## src/hdl/assert_macros.svh

```systemverilog
// ------------------------------------------------------------------------
// Assertion macros
// Concurrent assertion wrappers used by the checker top level; they compile
// away when SYNTHESIS is defined.
// ------------------------------------------------------------------------
`ifndef ASSERT_MACROS_SVH
`define ASSERT_MACROS_SVH

`ifndef SYNTHESIS
// Plain property, sampled on the rising clock, disabled while in reset.
`define LRPC_ASSERT(lbl, clk, rst_n, prop) \
  lbl: assert property (@(posedge clk) disable iff (!rst_n) (prop)) \
    else $error("lrpc assertion failed");
// Same-cycle implication from a condition to a consequence.
`define LRPC_ASSERT_IMPL(lbl, clk, rst_n, ante, cons) \
  lbl: assert property (@(posedge clk) disable iff (!rst_n) (ante) |-> (cons)) \
    else $error("lrpc implication failed");
// Next-cycle implication from a condition to a consequence.
`define LRPC_ASSERT_NEXT(lbl, clk, rst_n, ante, cons) \
  lbl: assert property (@(posedge clk) disable iff (!rst_n) (ante) |=> (cons)) \
    else $error("lrpc next-cycle implication failed");
`else
`define LRPC_ASSERT(lbl, clk, rst_n, prop)
`define LRPC_ASSERT_IMPL(lbl, clk, rst_n, ante, cons)
`define LRPC_ASSERT_NEXT(lbl, clk, rst_n, ante, cons)
`endif

`endif

```

## src/hdl/lrpc_pkg.sv

```systemverilog
// ------------------------------------------------------------------------
// LFSR read pattern checker package
// Widths, register indexes, payload types and the LFSR step function.
// ------------------------------------------------------------------------
package lrpc_pkg;

  // Lane count limits and default.
  localparam int LANES_DEF = 8;
  localparam int MAX_LANES = 8;

  // Field widths.
  localparam int LFSR_W  = 8;
  localparam int WORD_W  = 16;
  localparam int PHASE_W = 3;
  localparam int ADDR_W  = 4;
  localparam int DATA_W  = 32;

  // Feedback taps: old bit 0 goes to bit 7 and into bits 5, 4 and 3.
  localparam logic [LFSR_W-1:0] LFSR_TAPS = 8'hB8;

  // Phase codes with a special meaning.
  localparam logic [PHASE_W-1:0] PHASE_FIRST = 3'd0;
  localparam logic [PHASE_W-1:0] PHASE_LAST  = 3'd7;

  // Register indexes (byte address divided by four).
  localparam logic [1:0] REG_SEED_ZERO   = 2'd0;
  localparam logic [1:0] REG_SEED_ONE    = 2'd1;
  localparam logic [1:0] REG_INVERT_MASK = 2'd2;
  localparam logic [1:0] REG_SELECT_MASK = 2'd3;

  // Input word.
  typedef struct packed {
    logic [WORD_W-1:0]  phase_word;
    logic [PHASE_W-1:0] phase_index;
  } lrpc_in_t;

  // Result word.
  typedef struct packed {
    logic                 pattern_ok;
    logic [MAX_LANES-1:0] failing_lanes;
  } lrpc_out_t;

  // Per-word control broadcast to the lanes and the merge stage.
  typedef struct packed {
    logic fire;
    logic reload;
    logic finish;
  } lrpc_ctrl_t;

  // One LFSR step.
  function automatic logic [LFSR_W-1:0] lfsr_advance(logic [LFSR_W-1:0] x);
    logic [LFSR_W-1:0] nx;
    nx = x >> 1;
    if (x[0]) begin
      nx = nx ^ LFSR_TAPS;
    end
    return nx;
  endfunction

endpackage

```

## src/hdl/lrpc_lane.sv

```systemverilog
// ------------------------------------------------------------------------
// Checker lane
// Holds one lane's LFSR, compares both beats of a word and steps twice.
// ------------------------------------------------------------------------
module lrpc_lane
  import lrpc_pkg::*;
(
  input  logic              clk_i,
  input  logic              rst_ni,
  input  lrpc_ctrl_t        ctrl_i,
  input  logic [1:0]        beats_i,
  input  logic [LFSR_W-1:0] seed_zero_i,
  input  logic [LFSR_W-1:0] seed_one_i,
  input  logic              select_i,
  input  logic              invert_i,
  output logic              mismatch_o
);

  logic [LFSR_W-1:0] lfsr_q, lfsr_d;
  logic [LFSR_W-1:0] start, mid;
  logic [1:0]        bits;

  // Starting value is the selected seed at phase zero, else the running state.
  always_comb begin
    start      = ctrl_i.reload ? (select_i ? seed_one_i : seed_zero_i) : lfsr_q;
    mid        = lfsr_advance(start);
    bits       = beats_i ^ {2{invert_i}};
    mismatch_o = (bits[0] != start[0]) | (bits[1] != mid[0]);
    lfsr_d     = ctrl_i.fire ? lfsr_advance(mid) : lfsr_q;
  end

  // LFSR state register.
  always_ff @(posedge clk_i or negedge rst_ni) begin
    if (!rst_ni) begin
      lfsr_q <= '0;
    end else begin
      lfsr_q <= lfsr_d;
    end
  end

endmodule

```

## src/hdl/lrpc_merge.sv

```systemverilog
// ------------------------------------------------------------------------
// Lane merge stage
// Accumulates the lanes' mismatch flags and registers the result word.
// ------------------------------------------------------------------------
module lrpc_merge
  import lrpc_pkg::*;
#(
  parameter int LANES = LANES_DEF
) (
  input  logic             clk_i,
  input  logic             rst_ni,
  input  lrpc_ctrl_t       ctrl_i,
  input  logic [LANES-1:0] lane_miss_i,
  output logic             out_valid_o,
  input  logic             out_ready_i,
  output lrpc_out_t        out_word_o
);

  logic [LANES-1:0]     record_q, record_d;
  logic                 valid_q, valid_d;
  lrpc_out_t            word_q, word_d;
  logic [MAX_LANES-1:0] failing;

  // Mismatch record is cleared by phase zero and updated by every word.
  always_comb begin
    record_d = record_q;
    if (ctrl_i.fire) begin
      record_d = (ctrl_i.reload ? '0 : record_q) | lane_miss_i;
    end
    failing             = '0;
    failing[LANES-1:0]  = record_d;
    word_d.pattern_ok    = (record_d == '0);
    word_d.failing_lanes = failing;
  end

  // Output register: loaded on a finishing word, emptied when taken.
  always_comb begin
    valid_d = valid_q;
    if (out_ready_i) begin
      valid_d = 1'b0;
    end
    if (ctrl_i.fire && ctrl_i.finish) begin
      valid_d = 1'b1;
    end
  end

  always_ff @(posedge clk_i or negedge rst_ni) begin
    if (!rst_ni) begin
      record_q <= '0;
      valid_q  <= 1'b0;
    end else begin
      record_q <= record_d;
      valid_q  <= valid_d;
    end
  end

  always_ff @(posedge clk_i) begin
    if (ctrl_i.fire && ctrl_i.finish) begin
      word_q <= word_d;
    end
  end

  assign out_valid_o = valid_q;
  assign out_word_o  = word_q;

endmodule

```

## src/hdl/lfsr_read_pattern_checker_top.sv

```systemverilog
// ------------------------------------------------------------------------
// LFSR read pattern checker
// Checks eight phase words of read-training data against per-lane LFSRs.
// ------------------------------------------------------------------------
// Throughput: one phase word per cycle unless a full result register stalls
// the input; each lane does both LFSR steps per word in its own combinational
// next-state logic; the result is registered when the phase-seven word is taken.
// Reset: registers, lane LFSRs, the mismatch record and output valid go to 0.
`include "assert_macros.svh"

module lfsr_read_pattern_checker_top
  import lrpc_pkg::*;
#(
  parameter int LANES = LANES_DEF
) (
  input  logic              clk_i,
  input  logic              rst_ni,
  // Configuration port
  input  logic              psel,
  input  logic              penable,
  input  logic              pwrite,
  input  logic [ADDR_W-1:0] paddr,
  input  logic [DATA_W-1:0] pwdata,
  output logic [DATA_W-1:0] prdata,
  output logic              pready,
  // Input channel
  input  logic              in_valid_i,
  output logic              in_ready_o,
  input  lrpc_in_t          in_word_i,
  // Result channel
  output logic              out_valid_o,
  input  logic              out_ready_i,
  output lrpc_out_t         out_word_o
);

  logic [LFSR_W-1:0] seed_zero_q, seed_one_q;
  logic [LFSR_W-1:0] invert_q, select_q;
  logic              cfg_write;
  logic [1:0]        reg_index;
  lrpc_ctrl_t        ctrl;
  logic [LANES-1:0]  lane_miss;

  // Register file write and read.
  assign pready    = 1'b1;
  assign reg_index = paddr[3:2];
  assign cfg_write = psel && penable && pwrite;

  always_ff @(posedge clk_i or negedge rst_ni) begin
    if (!rst_ni) begin
      seed_zero_q <= '0;
      seed_one_q  <= '0;
      invert_q    <= '0;
      select_q    <= '0;
    end else if (cfg_write) begin
      case (reg_index)
        REG_SEED_ZERO:   seed_zero_q <= pwdata[LFSR_W-1:0];
        REG_SEED_ONE:    seed_one_q  <= pwdata[LFSR_W-1:0];
        REG_INVERT_MASK: invert_q    <= pwdata[LFSR_W-1:0];
        REG_SELECT_MASK: select_q    <= pwdata[LFSR_W-1:0];
        default: ;
      endcase
    end
  end

  always_comb begin
    prdata = '0;
    case (reg_index)
      REG_SEED_ZERO:   prdata[LFSR_W-1:0] = seed_zero_q;
      REG_SEED_ONE:    prdata[LFSR_W-1:0] = seed_one_q;
      REG_INVERT_MASK: prdata[LFSR_W-1:0] = invert_q;
      REG_SELECT_MASK: prdata[LFSR_W-1:0] = select_q;
      default:         prdata = '0;
    endcase
  end

  // A word is taken whenever the result register is empty or being drained.
  assign in_ready_o  = !out_valid_o || out_ready_i;
  assign ctrl.fire   = in_valid_i && in_ready_o;
  assign ctrl.reload = (in_word_i.phase_index == PHASE_FIRST);
  assign ctrl.finish = (in_word_i.phase_index == PHASE_LAST);

  // One checker lane per data lane.
  for (genvar g = 0; g < LANES; g++) begin : g_lane
    lrpc_lane u_lane (
      .clk_i       (clk_i),
      .rst_ni      (rst_ni),
      .ctrl_i      (ctrl),
      .beats_i     ({in_word_i.phase_word[g + LANES], in_word_i.phase_word[g]}),
      .seed_zero_i (seed_zero_q),
      .seed_one_i  (seed_one_q),
      .select_i    (select_q[g]),
      .invert_i    (invert_q[g]),
      .mismatch_o  (lane_miss[g])
    );
  end

  // Merge the lane flags into the result word.
  lrpc_merge #(
    .LANES (LANES)
  ) u_merge (
    .clk_i       (clk_i),
    .rst_ni      (rst_ni),
    .ctrl_i      (ctrl),
    .lane_miss_i (lane_miss),
    .out_valid_o (out_valid_o),
    .out_ready_i (out_ready_i),
    .out_word_o  (out_word_o)
  );

  // Checks on the block's own logic.
  `LRPC_ASSERT_IMPL(a_stall_only_on_full, clk_i, rst_ni, !in_ready_o, out_valid_o && !out_ready_i)
  `LRPC_ASSERT_NEXT(a_last_phase_emits, clk_i, rst_ni, ctrl.fire && ctrl.finish, out_valid_o)
  `LRPC_ASSERT_IMPL(a_ok_matches_lanes, clk_i, rst_ni, out_valid_o,
                    out_word_o.pattern_ok == (out_word_o.failing_lanes == '0))
  `LRPC_ASSERT_IMPL(a_no_phantom_lanes, clk_i, rst_ni, out_valid_o,
                    (out_word_o.failing_lanes >> LANES) == '0)

endmodule
```

## config.mk

```make
export PLATFORM = sky130hd
export DESIGN_NAME = lfsr_read_pattern_checker_top
export DESIGN_NICKNAME = d
export VERILOG_FILES = /design/src/hdl/lrpc_pkg.sv /design/src/hdl/lrpc_lane.sv /design/src/hdl/lrpc_merge.sv /design/src/hdl/lfsr_read_pattern_checker_top.sv
export VERILOG_INCLUDE_DIRS = /design/src /design/src/hdl
export SDC_FILE = /design/constraint.sdc
export NUM_CORES = 1
export LEC_CHECK = 0
export ABC_CLOCK_PERIOD_IN_PS = 3700
export BUFFER_PORTS_ARGS = -buffer_cell sky130_fd_sc_hd__buf_4
export CORE_UTILIZATION = 57
export CTS_CLUSTER_DIAMETER = 150
export DETAILED_ROUTE_END_ITERATION = 6
export PLACE_DENSITY = 0.83
export SLEW_MARGIN = 20
export SYNTH_ARGS = -nofsm -noshare
export SYNTH_HDL_FRONTEND = slang
export SYNTH_SLANG_ARGS = --single-unit
```

## constraint.sdc

```tcl
create_clock -name clk_i -period 3.7 [get_ports clk_i]
set_clock_uncertainty 0.05 [all_clocks]
set_input_delay 0.37 -clock clk_i [delete_from_list [all_inputs] [get_ports clk_i]]
set_output_delay 0.37 -clock clk_i [all_outputs]
set_load 0.005 [all_outputs]
```

======== Word-level counts from Yosys, hierarchy flattened ========
Cells that the tools add are included.
storage, ports and cells
  flip-flop bits (word level) ............. 114
  input bits .............................. 62
  output and inout port bits .............. 44
  logic and storage cells ................. 120
cells by class
  equality and inequality tests ........... 20
  multiplexer cells ....................... 37
  bitwise gates (word level) .............. 33
  reduce and logical (&&, ||, !) cells .... 14
operator list
  operator                                       number
  2-to-1 mux 8 bit                               34
  NOT 3 -> 4 bit                                 16
  one-hot mux 8 bit (4 select lines)             1
  != test 1 bit                                  16
  bitwise XOR 2 bit                              8
  zero test 8 bit                                1
  bitwise OR 1 bit                               8
  bitwise OR 8 bit                               1
  AND reduction 2 bit                            4
  == test 2 bit, second input constant           2
  logical AND 1 bit                              4
  == test 3 bit, second input constant           1
  zero test 3 bit                                1
  == test 2 x 1 -> 1 bit, second input constant  1
  zero test 2 bit                                1
  2-to-1 mux 1 bit                               2
  nonzero test 2 bit                             1
  zero test 1 bit                                1
  logical OR 1 bit                               1

======== Depth between registers and ports, before layout ========
  depth in word-level cells ............... 9
  depth in mapped cells ................... 9
  depth with buffers taken out ............ 7

======== Hierarchy ========
Synthesis repeated with hierarchy kept, for this count alone.
second synthesis, totals
  cell total of the unflattened synthesis .. 645
  area, all modules ....................... 7,199.4 um^2
by module, submodules not included
  module                         instances  cells each  area an instance (um^2)  seq. area each (um^2)
  lrpc_lane                      8          62          611.8                    200.2
  lfsr_read_pattern_checker_top  1          111         1,649.1                  800.8
  lrpc_merge                     1          38          655.6                    495.5

======== Worst setup path before layout ========
No wires, ideal clock.
  kind .................................... input to register
  from .................................... input port in_word_i[0] in the netlist's numbering
  to ...................................... register u_merge.word_q (netlist bit u_merge.out_word_o[8]), data pin
  setup time .............................. 0.170 ns
  arrival ................................. 2.575 ns
  data required time ...................... 3.480 ns
  setup slack ............................. 0.906 ns
  cell stages on the path ................. 8
  path buffers ............................ 1
  cells stage by stage .................... nor3_2 > buf_4 > mux2i_1 > xnor2_1 > o221ai_1 > a221o_1 > or4_1 > nor4_2
RTL lines
  element               RTL line                             RTL
  start, declared       lfsr_read_pattern_checker_top.sv:29  input lrpc_in_t in_word_i,
  end signal, assigned  lrpc_merge.sv:59                     word_q <= word_d;
  end, declared         lrpc_merge.sv:21                     lrpc_out_t word_q, word_d;

==> summary.md <==
| Metric | Value |
|---|---|
| Outcome | complete, but fails checks |
| Failing checks | negative hold slack |
| Nets | 758 |
| Power Dens Cells | 706 nW/um^2 |
| IO Pins | 106 |
| Max stage delay on crit path | 0.63 ns |
| Routed Antenna Nets | 0 |
| Gr usage total | 0.302 |
| Initial Utilization | 0.597 |
| Fin area | 7620 sq um |
| Setup_tns | 0 ns |
| Num CTS Buffers | 17 |
| TritonCTS clock tree | built |
| Share of layout cells above drive strength 1 | 0.227 |
| Yosys warns | 0 |
| Final Util | 0.688 |
| Reg area | 2900 sq um |
| Adder-cell share of the synthesized area | 0 |
| Post-CTS Setup Bufs | 0 |
| Relative slew margins | 0.296 |
| CP Cell Sequence | mux2_2 -> mux2i_1 -> xnor2_1 -> o21a_1 -> a211o_1 -> or4_1 -> nor4_2 |
| CTS Root Cell | clkbuf_16 |
| WP data arrival | 3.40 ns |
| Total clock sinks | 114 |
| Int Pwr | 3580 uW |
| Post-Route WL | 16.9 mm |
| Post-CTS sizing | 0 |
| Vias/cell | 6.09 |
| Distinct cells, synth | 41 |
| Placed inst area | 6990 sq um |
| Area Overhead vs Synth | 15.3% |
| Final hold vios | 43 |
| Peak supply drop | 0.574 mV |
| Final Cycle Share | 0.868 |
| Synthesized cell area | 6610 sq um |
| Combinational Power Share | 0.290 |
| Rows | 38 |
| Net Switching | 1800 uW |
| DR WL/cell | 19.9 microns |
| Mapped Avg Cell Area | 9.92 sq um |
| Global-route wire length before repair | 26.5 mm |
| RSZ-0062 raised after global routing | no |
| RePlAce Congestion | 0.827 |
| DRC Markers | 0 |
| Die Height | 110 microns |
| Total power | 5380 uW |
| Antenna violations before repair | 0 |
| Clock network power share | 0.319 |
| Die width | 110 microns |
| Core Region | 11100 sq um |
| Synth Instances | 666 |
| DRT iter0 DRCs | 481 |
| Flop and latch count out of synthesis | 114 |
| Startpoint class of the critical path | register |
| Area of the multi-input gates | 3370 sq um |
| Clock Pin Slew Worst Setup and Hold Paths | 0.05 ns |
| Ys async rst share | 0.921 |
| Post-synthesis mux area share | 0.207 |
| Hold_buf cts | 0 |
| Slowest-stage cell, CP | dfrtp_1 |
| Vias in the first global route | 5057 |
| Most common cell after layout, fill and taps aside | nand2_1 |
| I/O Buffers | 54 |
| Clock buffer depth | 2 |
| Post-synth EDFFs | 9 |
| Commonest cells after routing, fill and taps aside | nand2_1, o21ai_0, dfrtp_1 |
| DR pass1 iterations | 7 |
| Main synth FF type | dfrtp_1 |
| Crit-path leading delay family | multiplexers |
| Switching share of power | 0.335 |
| Die area | 12000 sq um |
| Routed via count | 5168 |
| Main combinational cell family by area after synthesis | multiplexers |
| # diodes | 0 |
| Worst skew pair latency | 0.41 ns |
| Crit path kind | register to register |
| Min-delay worst type | input port to asynchronous set/reset pin |
| MaxCap Viol Count | 0 |
| Min Tclk post-route | 3.21 ns |
| Maximum fanout along the worst path | 10 |
| Pin count of the biggest net entering global routing | 130 |
| Leakage power | 0.00318 uW |
| Achievable frequency | 0.311 GHz |
| Global route overflow | 0 |
| Fill cell count | 789 |
| Slew @ Worst Pin | 1.06 ns |
| Xor and xnor area share after synthesis | 0.0742 |
| Post-Synth Simple-Gate Area | 0.0939 |
| Max-slew violations | 0 |
| H-tree Lvls | 4 |
| Fin Hold WS | -0.0324 ns |
| Setup violations, final | 0 |
| CP required | 3.89 ns |
| Synth Area in Compound Gates | 0.118 |
| Final HPWL DP | 10.4 mm |
| Number of buffers and inverters on the critical path | 0 |
| Sequential fraction of the synthesis area | 0.438 |
| Sequential share of power | 0.391 |
| CP Capture Type | register |
## worst paths after layout
kind	slack (ns)	cells after the start	startpoint	end
worst min register to register	0.42	2	g_lane[3].u_lane.lfsr_q[4]	g_lane[3].u_lane.lfsr_q[4]
worst max register to register	0.49	7	select_q[7]	u_merge.out_word_o[8]
worst max-delay path	0.49	7	select_q[7]	u_merge.out_word_o[8]
worst min-delay path	-0.03	1	rst_ni	g_lane[6].u_lane.lfsr_q[0]
max in group asynchronous	2.94	2	rst_ni	g_lane[1].u_lane.lfsr_q[1]
min in group clk_i	0.18	2	pwdata[3]	seed_one_q[3]
## cells in the mapped netlist (4+ instances only)
cell        n  area share
nand3_1     9      0.0068
mux4_2      7       0.024
buf_1      19       0.011
xnor2_1    56       0.074
o221ai_1    7      0.0093
buf_4      27       0.031
or3_1       4      0.0038
dfrtp_1   105        0.40
edfxtp_1    9       0.041
o21ai_1     4      0.0030
mux2i_1    61       0.092
nand2_1   124       0.070
mux2_2     46       0.078
clkbuf_1   30       0.017
inv_1       5      0.0028
o21ai_0   113       0.086
## cell families after synthesis
kind of cell | after synthesis
AND/OR/NAND/NOR | 150
AO/OA/AOI/OAI | 139
multiplexers | 119
flip-flops | 114
buffers and inverters | 86
XOR/XNOR | 56
other | 2
## sequential cells by signal, summed over array words and instances (netlist names)
name and flops:
seed_zero_q 8, u_merge.out_valid_o 1, u_merge.out_word_o 9, invert_q 8
u_merge.record_q 8, select_q 8, seed_one_q 8, g_lane.u_lane.lfsr_q 64
## power groups by stage
stage	clock, uW	combinational (uW)	sequential [uW]
2_1_floorplan	0	1380	1790
3_3_place_gp	0	1440	2060
3_5_place_dp	0	1530	2090
4_1_cts	1720	1560	2080
5_1_grt	1780	1730	2140
6_report	1720	1560	2100
## final cells by class
cell class,count,area share
flip-flops and latches,114,0.380
repair buffers,69,0.0701
clock inverters,13,0.0243
clock buffers,19,0.0568
well taps,140,0.0230
multi-input cells,489,0.443
inverters,5,0.00246
## metrics by stage
stage                     setup slack [ns]  std cells  hold slack (ns)
after floorplan                      0.906        689           0.0244
after global placement               0.500        817            0.406
after detailed placement             0.360        817            0.415
after CTS                            0.526        849            0.143
after global routing                 0.387        849           0.0142
final                                0.489        849          -0.0324
## per-layer routing
metal | global-route usage | routed length (microns) | up-vias
met1 | 0.387 | 6630 | 2511
li1 | - | - | 2313
met2 | 0.479 | 8200 | 281
met3 | 0.0723 | 1370 | 63
met5 | 0 | 0 | -
met4 | 0.149 | 673 | 0
Power figures use the tool's default switching activity.
